$ cat config.mk
export PLATFORM = sky130hd
export DESIGN_NAME = melody_tone_sequencer
export DESIGN_NICKNAME = d
export VERILOG_FILES = /design/src/rtl/mts_pkg.sv /design/src/rtl/mts_div.sv /design/src/rtl/melody_tone_sequencer.sv
export SDC_FILE = /design/constraint.sdc
export NUM_CORES = 2
export LEC_CHECK = 0
export ABC_AREA = 1
export BUFFER_PORTS_ARGS = -buffer_cell sky130_fd_sc_hd__buf_2
export CAP_MARGIN = 20
export CORE_ASPECT_RATIO = 0.5
export CORE_UTILIZATION = 45
export CTS_CLUSTER_DIAMETER = 120
export DETAILED_ROUTE_END_ITERATION = 8
export SLEW_MARGIN = 20
export SYNTH_ARGS = -nofsm -noshare
export SYNTH_HDL_FRONTEND = slang
export SYNTH_SLANG_ARGS = --single-unit
$ cat constraint.sdc
create_clock -name clk -period 5.3 [get_ports clk]
set_clock_uncertainty 0.1 [all_clocks]
set_input_delay 0.53 -clock clk [delete_from_list [all_inputs] [get_ports clk]]
set_output_delay 0.53 -clock clk [all_outputs]
set_load 0.1 [all_outputs]
$ cat src/rtl/mts_pkg.sv
`default_nettype none

package mts_pkg;

    // Fixed field widths
    localparam int MODE_W     = 2;
    localparam int SLOT_W     = 6;
    localparam int PITCH_W    = 16;
    localparam int LENGTH_W   = 16;
    localparam int TIME_W     = 32;
    localparam int CMPV_W     = 8;
    localparam int SONG_W     = 7;
    localparam int CFG_IDX_W  = 1;
    localparam int CFG_DATA_W = 16;

    // Divider geometry
    localparam int DIV_W = 16;
    localparam int CNT_W = 4;

    localparam int DEF_TABLE_DEPTH = 64;

    // Item codes
    localparam logic [MODE_W-1:0] MODE_LOAD = 2'd0;
    localparam logic [MODE_W-1:0] MODE_TICK = 2'd1;
    localparam logic [MODE_W-1:0] MODE_STOP = 2'd2;

    // Configuration register indexes
    localparam logic [CFG_IDX_W-1:0] REG_SONG_LENGTH = 1'd0;
    localparam logic [CFG_IDX_W-1:0] REG_TONE_CLOCK  = 1'd1;

    // Reset values of configuration, and fixed divider and compare constants
    localparam logic [SONG_W-1:0]  SONG_LENGTH_RST = 7'd1;
    localparam logic [DIV_W-1:0]   TONE_CLOCK_RST  = 16'd31256;
    localparam logic [DIV_W-1:0]   GAP_DIVISOR     = 16'd3;
    localparam logic [CMPV_W-1:0]  CMPV_MAX        = 8'hFF;

    typedef struct packed {
        logic             go;
        logic [DIV_W-1:0] dividend;
        logic [DIV_W-1:0] divisor;
    } div_req_t;

    // Clamp a quotient to the compare register range
    function automatic logic [CMPV_W-1:0] sat_cmpv(input logic [DIV_W-1:0] q);
        logic [CMPV_W-1:0] r;
        if (q[DIV_W-1:CMPV_W] != '0)
            r = CMPV_MAX;
        else
            r = q[CMPV_W-1:0];
        return r;
    endfunction

endpackage

`default_nettype wire

$ cat src/rtl/mts_div.sv
`default_nettype none

module mts_div (
    input  wire                        clk,
    input  wire                        rst_n,
    input  mts_pkg::div_req_t          req,
    output logic                       done,
    output logic [mts_pkg::DIV_W-1:0]  quotient
);
    import mts_pkg::*;

    logic             run_reg, run_next;
    logic             done_reg, done_next;
    logic [CNT_W-1:0] cnt_reg, cnt_next;
    logic [DIV_W-1:0] rem_reg, rem_next;
    logic [DIV_W-1:0] quot_reg, quot_next;
    logic [DIV_W-1:0] dvs_reg, dvs_next;

    logic [DIV_W:0]   shifted;
    logic [DIV_W:0]   diff;
    logic             ge;

    // One restoring step: shift in the next dividend bit, subtract if it fits
    assign shifted = {rem_reg, quot_reg[DIV_W-1]};
    assign diff    = shifted - {1'b0, dvs_reg};
    assign ge      = (shifted >= {1'b0, dvs_reg});

    always_comb
    begin
        run_next  = run_reg;
        done_next = 1'b0;
        cnt_next  = cnt_reg;
        rem_next  = rem_reg;
        quot_next = quot_reg;
        dvs_next  = dvs_reg;
        if (req.go)
        begin
            run_next  = 1'b1;
            cnt_next  = CNT_W'(DIV_W - 1);
            rem_next  = '0;
            quot_next = req.dividend;
            dvs_next  = req.divisor;
        end
        else if (run_reg)
        begin
            rem_next  = ge ? diff[DIV_W-1:0] : shifted[DIV_W-1:0];
            quot_next = {quot_reg[DIV_W-2:0], ge};
            cnt_next  = cnt_reg - 1'b1;
            if (cnt_reg == '0)
            begin
                run_next  = 1'b0;
                done_next = 1'b1;
            end
        end
    end

    always_ff @(posedge clk or negedge rst_n)
    begin
        if (!rst_n)
        begin
            run_reg  <= 1'b0;
            done_reg <= 1'b0;
            cnt_reg  <= '0;
        end
        else
        begin
            run_reg  <= run_next;
            done_reg <= done_next;
            cnt_reg  <= cnt_next;
        end
    end

    always_ff @(posedge clk)
    begin
        rem_reg  <= rem_next;
        quot_reg <= quot_next;
        dvs_reg  <= dvs_next;
    end

    assign done     = done_reg;
    assign quotient = quot_reg;

endmodule

`default_nettype wire

$ cat src/rtl/melody_tone_sequencer.sv
`default_nettype none

// Channel   Signals                                        Handshake
// -------   --------------------------------------------   ------------------------------
// item in   mode entry_index entry_pitch entry_length       transfer on start && !busy
//           now_ms
// result    tone_enable timer_running compare_value         one-cycle strobe on done,
//           note_index changed                               no back-pressure
// config    cfg_index cfg_data                              transfer on cfg_valid && cfg_ready
//
// A result follows evaluation alone for load, stop, unused codes and idle ticks, a table read
// for a zero-pitch tone, the divider for a gap, both for a tone (shared 16-step divider).
// busy stays high through the done cycle; the next item transfers in the cycle after done at best.
// Reset clears all control state; the note table holds no reset value and needs no sweep.
// The receiver cannot stall: each result is shown for exactly one cycle.

module melody_tone_sequencer #(
    parameter int TABLE_DEPTH = mts_pkg::DEF_TABLE_DEPTH
) (
    input  wire                               clk,
    input  wire                               rst_n,
    input  wire                               start,
    output logic                              busy,
    input  wire  [mts_pkg::MODE_W-1:0]        mode,
    input  wire  [mts_pkg::SLOT_W-1:0]        entry_index,
    input  wire  [mts_pkg::PITCH_W-1:0]       entry_pitch,
    input  wire  [mts_pkg::LENGTH_W-1:0]      entry_length,
    input  wire  [mts_pkg::TIME_W-1:0]        now_ms,
    output logic                              done,
    output logic                              tone_enable,
    output logic                              timer_running,
    output logic [mts_pkg::CMPV_W-1:0]        compare_value,
    output logic [mts_pkg::SLOT_W-1:0]        note_index,
    output logic                              changed,
    input  wire                               cfg_valid,
    output logic                              cfg_ready,
    input  wire  [mts_pkg::CFG_IDX_W-1:0]     cfg_index,
    input  wire  [mts_pkg::CFG_DATA_W-1:0]    cfg_data
);
    import mts_pkg::*;

    localparam int IDX_W = $clog2(TABLE_DEPTH);
    // Common width for index compares: holds the table depth and the song length
    localparam int CMP_W = (IDX_W + 1 > SONG_W) ? IDX_W + 1 : SONG_W;

    typedef enum logic [4:0] {
        S_IDLE = 5'b00001,
        S_EVAL = 5'b00010,
        S_READ = 5'b00100,
        S_DIV  = 5'b01000,
        S_DONE = 5'b10000
    } state_t;

    state_t state_reg, state_next;

    // Held item fields
    logic [MODE_W-1:0]   mode_reg, mode_next;
    logic [SLOT_W-1:0]   slot_reg, slot_next;
    logic [PITCH_W-1:0]  pitch_reg, pitch_next;
    logic [LENGTH_W-1:0] length_reg, length_next;
    logic [TIME_W-1:0]   now_reg, now_next;

    // Player state
    logic [TIME_W-1:0]   start_time_reg, start_time_next;
    logic [LENGTH_W-1:0] dur_reg, dur_next;
    logic                in_tone_reg, in_tone_next;
    logic [IDX_W-1:0]    idx_reg, idx_next;
    logic                output_on_reg, output_on_next;
    logic                clock_on_reg, clock_on_next;
    logic [CMPV_W-1:0]   cmpv_reg, cmpv_next;
    logic                changed_reg, changed_next;

    // Configuration
    logic [SONG_W-1:0]   song_len_reg;
    logic [DIV_W-1:0]    tone_clk_reg;

    // Note table
    logic [31:0]         table_mem [TABLE_DEPTH];
    logic [31:0]         rd_data_reg;
    logic                mem_we;
    logic [IDX_W-1:0]    mem_waddr;
    logic [CMP_W-1:0]    slot_ext;
    logic                slot_ok;

    logic [CMP_W-1:0]    idx_ext;
    logic [CMP_W-1:0]    idx_plus;
    logic [IDX_W-1:0]    idx_after_tone;
    logic [IDX_W-1:0]    idx_after_gap;
    logic [TIME_W-1:0]   elapsed;
    logic                due;

    div_req_t            div_req;
    logic                div_done;
    logic [DIV_W-1:0]    div_q;

    mts_div u_div (
        .clk      (clk),
        .rst_n    (rst_n),
        .req      (div_req),
        .done     (div_done),
        .quotient (div_q)
    );

    // Index wrap: back to zero at or beyond the song length or the table depth
    assign idx_ext  = CMP_W'(idx_reg);
    assign idx_plus = idx_ext + 1'b1;
    assign idx_after_tone = ((idx_plus >= CMP_W'(song_len_reg)) ||
                             (idx_plus >= CMP_W'(TABLE_DEPTH))) ? '0 : idx_plus[IDX_W-1:0];
    assign idx_after_gap  = ((idx_ext >= CMP_W'(song_len_reg)) ||
                             (idx_ext >= CMP_W'(TABLE_DEPTH))) ? '0 : idx_reg;

    // Wrapping time difference against the current duration
    assign elapsed = now_reg - start_time_reg;
    assign due     = (elapsed >= TIME_W'(dur_reg));

    // Loads beyond the table are dropped
    assign slot_ext  = CMP_W'(slot_reg);
    assign slot_ok   = (slot_ext < CMP_W'(TABLE_DEPTH));
    assign mem_waddr = slot_ext[IDX_W-1:0];

    always_comb
    begin
        state_next      = state_reg;
        mode_next       = mode_reg;
        slot_next       = slot_reg;
        pitch_next      = pitch_reg;
        length_next     = length_reg;
        now_next        = now_reg;
        start_time_next = start_time_reg;
        dur_next        = dur_reg;
        in_tone_next    = in_tone_reg;
        idx_next        = idx_reg;
        output_on_next  = output_on_reg;
        clock_on_next   = clock_on_reg;
        cmpv_next       = cmpv_reg;
        changed_next    = changed_reg;
        mem_we          = 1'b0;
        div_req         = '0;

        unique case (state_reg)
            S_IDLE:
            begin
                // Hold the item fields for the whole run
                if (start)
                begin
                    mode_next   = mode;
                    slot_next   = entry_index;
                    pitch_next  = entry_pitch;
                    length_next = entry_length;
                    now_next    = now_ms;
                    state_next  = S_EVAL;
                end
            end
            S_EVAL:
            begin
                changed_next = 1'b0;
                state_next   = S_DONE;
                unique case (mode_reg)
                    MODE_LOAD:
                    begin
                        mem_we = slot_ok;
                    end
                    MODE_TICK:
                    begin
                        if (due)
                        begin
                            if (in_tone_reg)
                            begin
                                // Gap: one third of the previous duration
                                div_req.go       = 1'b1;
                                div_req.dividend = dur_reg;
                                div_req.divisor  = GAP_DIVISOR;
                                state_next       = S_DIV;
                            end
                            else
                            begin
                                // Table read addressed by the play index this cycle
                                state_next = S_READ;
                            end
                        end
                    end
                    MODE_STOP:
                    begin
                        output_on_next = 1'b0;
                        clock_on_next  = 1'b0;
                    end
                    default:
                    begin
                        // Unused code: report the state, change nothing
                    end
                endcase
            end
            S_READ:
            begin
                if (rd_data_reg[PITCH_W-1:0] == '0)
                begin
                    // Zero pitch: tone with the largest compare value, no division
                    clock_on_next   = 1'b1;
                    output_on_next  = 1'b1;
                    cmpv_next       = CMPV_MAX;
                    dur_next        = rd_data_reg[31:16];
                    in_tone_next    = 1'b1;
                    idx_next        = idx_after_tone;
                    start_time_next = now_reg;
                    changed_next    = 1'b1;
                    state_next      = S_DONE;
                end
                else
                begin
                    div_req.go       = 1'b1;
                    div_req.dividend = tone_clk_reg;
                    div_req.divisor  = rd_data_reg[PITCH_W-1:0];
                    state_next       = S_DIV;
                end
            end
            S_DIV:
            begin
                if (div_done)
                begin
                    if (in_tone_reg)
                    begin
                        output_on_next = 1'b0;
                        in_tone_next   = 1'b0;
                        dur_next       = div_q;
                        idx_next       = idx_after_gap;
                    end
                    else
                    begin
                        clock_on_next  = 1'b1;
                        output_on_next = 1'b1;
                        cmpv_next      = sat_cmpv(div_q);
                        dur_next       = rd_data_reg[31:16];
                        in_tone_next   = 1'b1;
                        idx_next       = idx_after_tone;
                    end
                    start_time_next = now_reg;
                    changed_next    = 1'b1;
                    state_next      = S_DONE;
                end
            end
            S_DONE:
            begin
                state_next = S_IDLE;
            end
            default:
            begin
                state_next = S_IDLE;
            end
        endcase
    end

    always_ff @(posedge clk or negedge rst_n)
    begin
        if (!rst_n)
        begin
            state_reg      <= S_IDLE;
            start_time_reg <= '0;
            dur_reg        <= '0;
            in_tone_reg    <= 1'b0;
            idx_reg        <= '0;
            output_on_reg  <= 1'b0;
            clock_on_reg   <= 1'b0;
            cmpv_reg       <= '0;
            changed_reg    <= 1'b0;
        end
        else
        begin
            state_reg      <= state_next;
            start_time_reg <= start_time_next;
            dur_reg        <= dur_next;
            in_tone_reg    <= in_tone_next;
            idx_reg        <= idx_next;
            output_on_reg  <= output_on_next;
            clock_on_reg   <= clock_on_next;
            cmpv_reg       <= cmpv_next;
            changed_reg    <= changed_next;
        end
    end

    always_ff @(posedge clk)
    begin
        mode_reg   <= mode_next;
        slot_reg   <= slot_next;
        pitch_reg  <= pitch_next;
        length_reg <= length_next;
        now_reg    <= now_next;
    end

    // Configuration registers: written on each config transfer
    always_ff @(posedge clk or negedge rst_n)
    begin
        if (!rst_n)
        begin
            song_len_reg <= SONG_LENGTH_RST;
            tone_clk_reg <= TONE_CLOCK_RST;
        end
        else if (cfg_valid && cfg_ready)
        begin
            unique case (cfg_index)
                REG_SONG_LENGTH: song_len_reg <= cfg_data[SONG_W-1:0];
                REG_TONE_CLOCK:  tone_clk_reg <= cfg_data[DIV_W-1:0];
            endcase
        end
    end

    // Note table: pitch in the low half, length in the high half
    always_ff @(posedge clk)
    begin
        if (mem_we)
        begin
            table_mem[mem_waddr] <= {length_reg, pitch_reg};
        end
        rd_data_reg <= table_mem[idx_reg];
    end

    assign cfg_ready     = 1'b1;
    assign busy          = (state_reg != S_IDLE);
    assign done          = (state_reg == S_DONE);
    assign tone_enable   = output_on_reg;
    assign timer_running = clock_on_reg;
    assign compare_value = cmpv_reg;
    assign note_index    = idx_ext[SLOT_W-1:0];
    assign changed       = changed_reg;

    // The play index never leaves the table
    a_idx_range: assert property (@(posedge clk) disable iff (!rst_n)
        idx_ext < CMP_W'(TABLE_DEPTH))
        else $error("play index beyond table depth");

    // The output pin is only driven while the timer clock runs
    a_out_needs_clk: assert property (@(posedge clk) disable iff (!rst_n)
        output_on_reg |-> clock_on_reg)
        else $error("tone enabled with timer stopped");

    // A reported change always flips between tone and gap
    a_change_flips: assert property (@(posedge clk) disable iff (!rst_n)
        (done && changed) |-> (in_tone_reg != $past(in_tone_reg)))
        else $error("change reported without tone/gap toggle");

    // The divider only finishes while the sequencer waits for it
    a_div_owner: assert property (@(posedge clk) disable iff (!rst_n)
        div_done |-> (state_reg == S_DIV))
        else $error("divider result outside divide state");

endmodule

`default_nettype wire
-- Yosys cells after proc, flatten, opt, wreduce, memory -nomap -nowiden
Memory sizes are Yosys's and may differ from the RTL's. A register that Yosys moved wholly into a read port is not among the register bits.
Index checks and enable logic that the tools add are counted.
- flip-flop bits (word level): 220
- memories kept: 1
- RAM bits: 2048
- output and inout bits: 20
- memories (memory ; words ; bits a word ; read ports ; clocked after memory_dff ; write ports ; line ; text):
    table_mem ; 64 ; 32 ; 1 ; 1 ; 1 ; melody_tone_sequencer.sv:78 ; logic [31:0] table_mem [TABLE_DEPTH];
- equality and inequality tests: 14
- add/sub/neg operators: 4
- bitwise operators: 1
- reductions and logical operators: 19
- mux-type cells: 56
- order comparisons: 7
- operators with widths (operator ; count):
    $mux W33 ; 4
    $mux W16 ; 6
    $pmux W33 S2 ; 1
    $mux W32 ; 2
    $pmux W32 S2 ; 1
    $ge A32 B16 Y1 ; 1
    $mux W8 ; 4
    $pmux W16 S2 ; 1
    $sub A32 B32 Y32 ; 1
    $mux W6 ; 5
    $mux W5 ; 5
    $pmux W5 S4 ; 1
    $ge A17 B16 Y1 ; 1
    $mux W1 ; 17
    $logic_not A16 Y1 ; 1
    $pmux W8 S2 ; 1
    $sub A16 B16 Y16 ; 1
    $mux W4 ; 3
    $pmux W6 S2 ; 1
    $reduce_and A4 Y1 ; 3
    $pmux W1 S3 ; 3
    $reduce_and A2 Y1 ; 4
    $reduce_bool A8 Y1 ; 1
    $add A6 B1 Y7 const B ; 1
    other kinds (26) ; 32

-- Logic depth before layout (Yosys ltp)
- depth in word-level cells: 7
- gate-level depth with buffers: 25

-- By module
Synthesis repeated with hierarchy kept, for this count alone.
- cells, all modules: 7662
- area total of the unflattened synthesis: 93723.6 um^2
- modules (own cells, without submodules) (module ; cells an instance ; times used ; sequential area each (um^2) ; area each (um^2)):
    melody_tone_sequencer ; 7228 ; 1 ; 66665.2 ; 90444.2
    mts_div ; 434 ; 1 ; 1431.4 ; 3279.4

-- Worst setup path after synthesis
Ideal clock, no wire load.
- path type: reg-to-reg
- from: register state_reg[0]
- to: register length_reg[0], enable pin
- slack: -0.302 ns
- setup time: 0.502 ns
- arrival: 5.000 ns
- clock period less this slack: 5.602 ns
- cell stages (with the launch flop): 3
- path buffers: 0
- data required time: 4.698 ns
- path through: dfstp_2 > nand4_1 > nor2_1
- word-level cells in the longest chain between the ends: 2
- RTL lines (element ; line ; text):
    start, declared ; melody_tone_sequencer.sv:54 ; state_t state_reg, state_next;
    start signal, assigned ; melody_tone_sequencer.sv:268 ; state_reg <= state_next;
    $eq A5 B1 Y1 ; melody_tone_sequencer.sv:140 ; unique case (state_reg)
    $reduce_and A2 Y1 (no source line) ; -- ;
    end signal, assigned ; melody_tone_sequencer.sv:285 ; length_reg <= length_next;
    end, declared ; melody_tone_sequencer.sv:60 ; logic [LENGTH_W-1:0] length_reg, length_next;
No other way between the ends.
A chain may end at the register's enable or synchronous reset.

-- Worst setup path after layout
- from: register now_reg[6]
- to: register u_div.quot_reg[7] (netlist: u_div.quotient[7]), enable pin
- word-level cells in the longest chain between the ends: 6
- RTL lines (element ; line ; text):
    start, declared ; melody_tone_sequencer.sv:61 ; logic [TIME_W-1:0] now_reg, now_next;
    start signal, assigned ; melody_tone_sequencer.sv:286 ; now_reg <= now_next;
    $sub A32 B32 Y32 ; melody_tone_sequencer.sv:113 ; assign elapsed = now_reg - start_time_reg;
    $ge A32 B16 Y1 ; melody_tone_sequencer.sv:114 ; assign due = (elapsed >= TIME_W'(dur_reg));
    $mux W33 ; melody_tone_sequencer.sv:165 ; if (due)
    $mux W33 ; melody_tone_sequencer.sv:158 ; unique case (mode_reg)
    $pmux W33 S2 ; melody_tone_sequencer.sv:140 ;
    $reduce_bool A2 Y1 (no source line) ; -- ;
    end signal, assigned ; mts_div.sv:76 ; quot_reg <= quot_next;
    end, declared ; mts_div.sv:16 ; logic [DIV_W-1:0] quot_reg, quot_next;
No other way between the ends.

==> impl_metrics.csv <==
group,metric,value,unit
timing,worstMarginPinSlew,1152,ps
timing,setup_viol,0,
clock_tree,cts_tree,"yes",
timing,layout_min_cycle_time,4724,ps
clock_tree,cts.htree.levels,4,
pwr,irDropWorstVdd,0.0003672,V
detailed_routing,routed_wl,277.4,mm
worst_setup_path,cpMaxStageDelayCell,"nand2_1",
yosys,syn_inst,7506,
timing,timing.final.crit_share,0.8914,
worst_setup_path,critical_path.top_delay_family,"simple AND/OR/NAND/NOR gates",
detailed_routing,antenna_left,0,
clock_tree,ctsResizeCount,0,
timing,tns,0,ps
final_layout,synthToLayoutAreaGrowth,13.56,%
pwr,finalPower,54530,µW
timing,fmax,211.7,MHz
worst_setup_path,path_buf_inv,3,
yosys,synth_top_area_frac,0.6961,
die,dieArea,208200,µm²
worst_setup_path,path_cells,"ha_1, nand2_1, inv_1, a21oi_1, nand2_2, nand2_1, nand2_1, xor2_1, ha_1, inv_1, nor3_1, nor3_1, a21oi_1, nor2_1, nand3_1, nor2_2, nand2_4, nand3_4, nand2_4, inv_2, nand2_1",
final_layout,largest_reg_flops,2048,
timing,hold_ws,131.0,ps
timing,drv_slew,0,
die,die_w,644.4,µm
global_route,antenna_found_initial,8,
detailed_routing,drc_errors,0,
final_layout,nNetsFinal,7886,
run,cap_violations,0,
final_layout,fill_cells,17350,
worst_setup_path,cp_slowest_stage_delay,570,ps
die,ios,113,
worst_setup_path,path_common_cell,"nand2_1",
yosys,synth_async_sr_flop_share,0.04348,
yosys,yosysTopAreaCell,"edfxtp_1",
clock_tree,path_clk_slew,60,ps
clock_tree,cts_root_buf,"clkbuf_16",
final_layout,layout-drive-gt1-share,0.1018,
placed_design,dp_hpwl,157.7,mm
worst_setup_path,cp-start-kind,"flop",
yosys,seq_area_frac_synth,0.7335,
final_layout,final_cells,10610,
yosys,synth_ff_type,"edfxtp_1",
die,start_util,0.4546,
worst_setup_path,end_kind,"flop",
yosys,synth_edf_count,2152,
detailed_routing,first_pass_iters,6,
yosys,synth.distinct_cells,50,
yosys,synth_nets,7679,
clock_tree,clockBufferDepth,4,
die,core_area,204200,µm²
die,die_y,323.2,µm
timing,slew_headroom,0.2239,
placed_design,io_buffers,111,
min_path,worstHoldPathType,"input pin to flop",
yosys,synth_common_cells,"2152 x edfxtp_1, 1534 x nor2_1, 1384 x o21ai_0",
final_layout,top_register,"table_mem",
global_route,grt-ovfl-total,0,
global_route,grt_pass1_vias,58160,
placed_design,dp_slack,510.1,ps
global_route,grt_usage,0.2609,
yosys,ys_ff_latch,2300,
clock_tree,clock_sinks,2300,
worst_setup_path,worstPathMaxFanout,34,
clock_tree,clock_latency,860,ps
detailed_routing,wire_per_inst,26.14,µm
run_status,outcome,"completed",
yosys,synth_area_leaders,"edfxtp_1 70%, o21ai_0 7.5%, nor2_1 6.2%",
detailed_routing,drt_iter0_markers,8491,
timing,fin_ws,575.8,ps
pwr,p_leak,0.03576,µW
pwr,powerDensity,517.2,nW/µm²
placed_design,gp_congestion,0.8924,
detailed_routing,via_per_inst,5.907,
yosys,ys.warnings.count,0,
yosys,syn_area_per_cell,12.37,µm²
die,num_rows,117,
detailed_routing,num_vias,62690,
timing,hold_violations,0,
worst_setup_path,worstSetupPathType,"flop to flop",
worst_setup_path,arrival,5080,ps
yosys,netlist_area,92840,µm²
global_route,grt_max_degree,117,
clock_tree,cts_inserted_buffers,211,
global_route,grt_pass1_wl,400.3,mm
placed_design,post-place-cells,10150,
yosys,yosysMostFrequentCell,"edfxtp_1",
worst_setup_path,crit_required,5660,ps
timing,rsz0062_at_grt,"false",
clock_tree,cts_setup_buffers,0,
-- worst min-delay path: cells and delay by family --
family | cells | cell delay, ps
compound gates | 1 | 70
simple gates | 2 | 380
buf+inv | 1 | 90
-- final timing paths --
check,from,to,slack [ps],depth (start not counted)
hold / removal,cfg_valid,song_len_reg[0]$_DFFE_PN1P_,130,4
setup / recovery,now_reg[6]$_DFFE_PP_,u_div.quotient[7]$_DFFE_PP_,580,21
max in group asynchronous,rst_n,start_time_reg[29]$_DFFE_PN0P_,3750,3
hold reg to reg,rd_data_reg[16]$_DFF_P_,dur_reg[0]$_DFFE_PN0P_,360,2
setup reg to reg,now_reg[6]$_DFFE_PP_,u_div.quotient[7]$_DFFE_PP_,580,21
min in group asynchronous,rst_n,tone_clk_reg[2]$_DFFE_PN0P_,180,2
-- metrics by stage --
stage	utilization	area (µm²)
floorplan	-	92840
global placement	0.4800	98020
detailed placement	0.4802	98070
CTS	0.5162	105400
global route	0.5162	105400
finish	0.5163	105400
-- area by class of cell --
cell class	instances	area, µm²	area share
Timing Repair Buffer	473	4036	0.03829
Tap cell	2737	3425	0.03248
Clock inverter	106	872.1	0.008272
Antenna cell	5	12.51	0.0001187
Inverter	276	1061	0.01006
Sequential cell	2300	68120	0.6461
Multi-Input combinational cell	4451	22340	0.2119
Clock buffer	265	5564	0.05278
-- cell families after synthesis --
logic type | after synthesis | synth area share
flip-flops | 2300 | 0.7335
AO/OA/AOI/OAI | 2172 | 0.1284
AND/OR/NAND/NOR | 2154 | 0.09136
buffers and inverters | 755 | 0.03135
adder cells (fa/ha/maj) | 80 | 0.01094
XOR/XNOR | 35 | 0.003302
multiplexers | 9 | 0.001092
other | 1 | 0.00004039
-- routing by layer --
layer / global-route usage / vias to the layer above / part of all wire
li1: - / 27870 / -
met5: 0 / - / 0.00018
met3: 0.06077 / 367 / 0.11
met2: 0.4044 / 2914 / 0.45
met4: 0.06320 / 4 / 0.023
met1: 0.3742 / 31530 / 0.42
-- repair_timing --
action | CTS | global route
hold buffers | 90 | 0
endpoints found under the setup margin | 0 | 0
hold endpoints to repair | 143 | 0
-- power breakdown --
part           switching (µW)  total (µW)  internal [µW]
Clock                    6620       14700           8080
Combinational           12600       17700           5110
Sequential                672       22100          21500
-- placed cells by master (no fill, tap or decap), types with 48 or more instances in the layout --
| cell | synthesis | layout |
|---|---|---|
| ha_1 | 78 | 78 |
| clkbuf_16 | 0 | 212 |
| o21ai_0 | 1384 | 1378 |
| o22ai_1 | 627 | 627 |
| nand2_1 | 422 | 422 |
| nor2_1 | 1534 | 1469 |
| inv_1 | 263 | 260 |
| dlygate4sd3_1 | 0 | 90 |
| buf_2 | 49 | 110 |
| clkinv_1 | 0 | 52 |
| a21oi_1 | 67 | 67 |
| buf_4 | 2 | 229 |
| edfxtp_1 | 2152 | 2152 |
| nor2_4 | 0 | 66 |
| dfrtp_1 | 91 | 85 |
| nand3_1 | 95 | 95 |
| dfxtp_1 | 48 | 48 |
No activity file was read; power rests on OpenSTA's default activity.
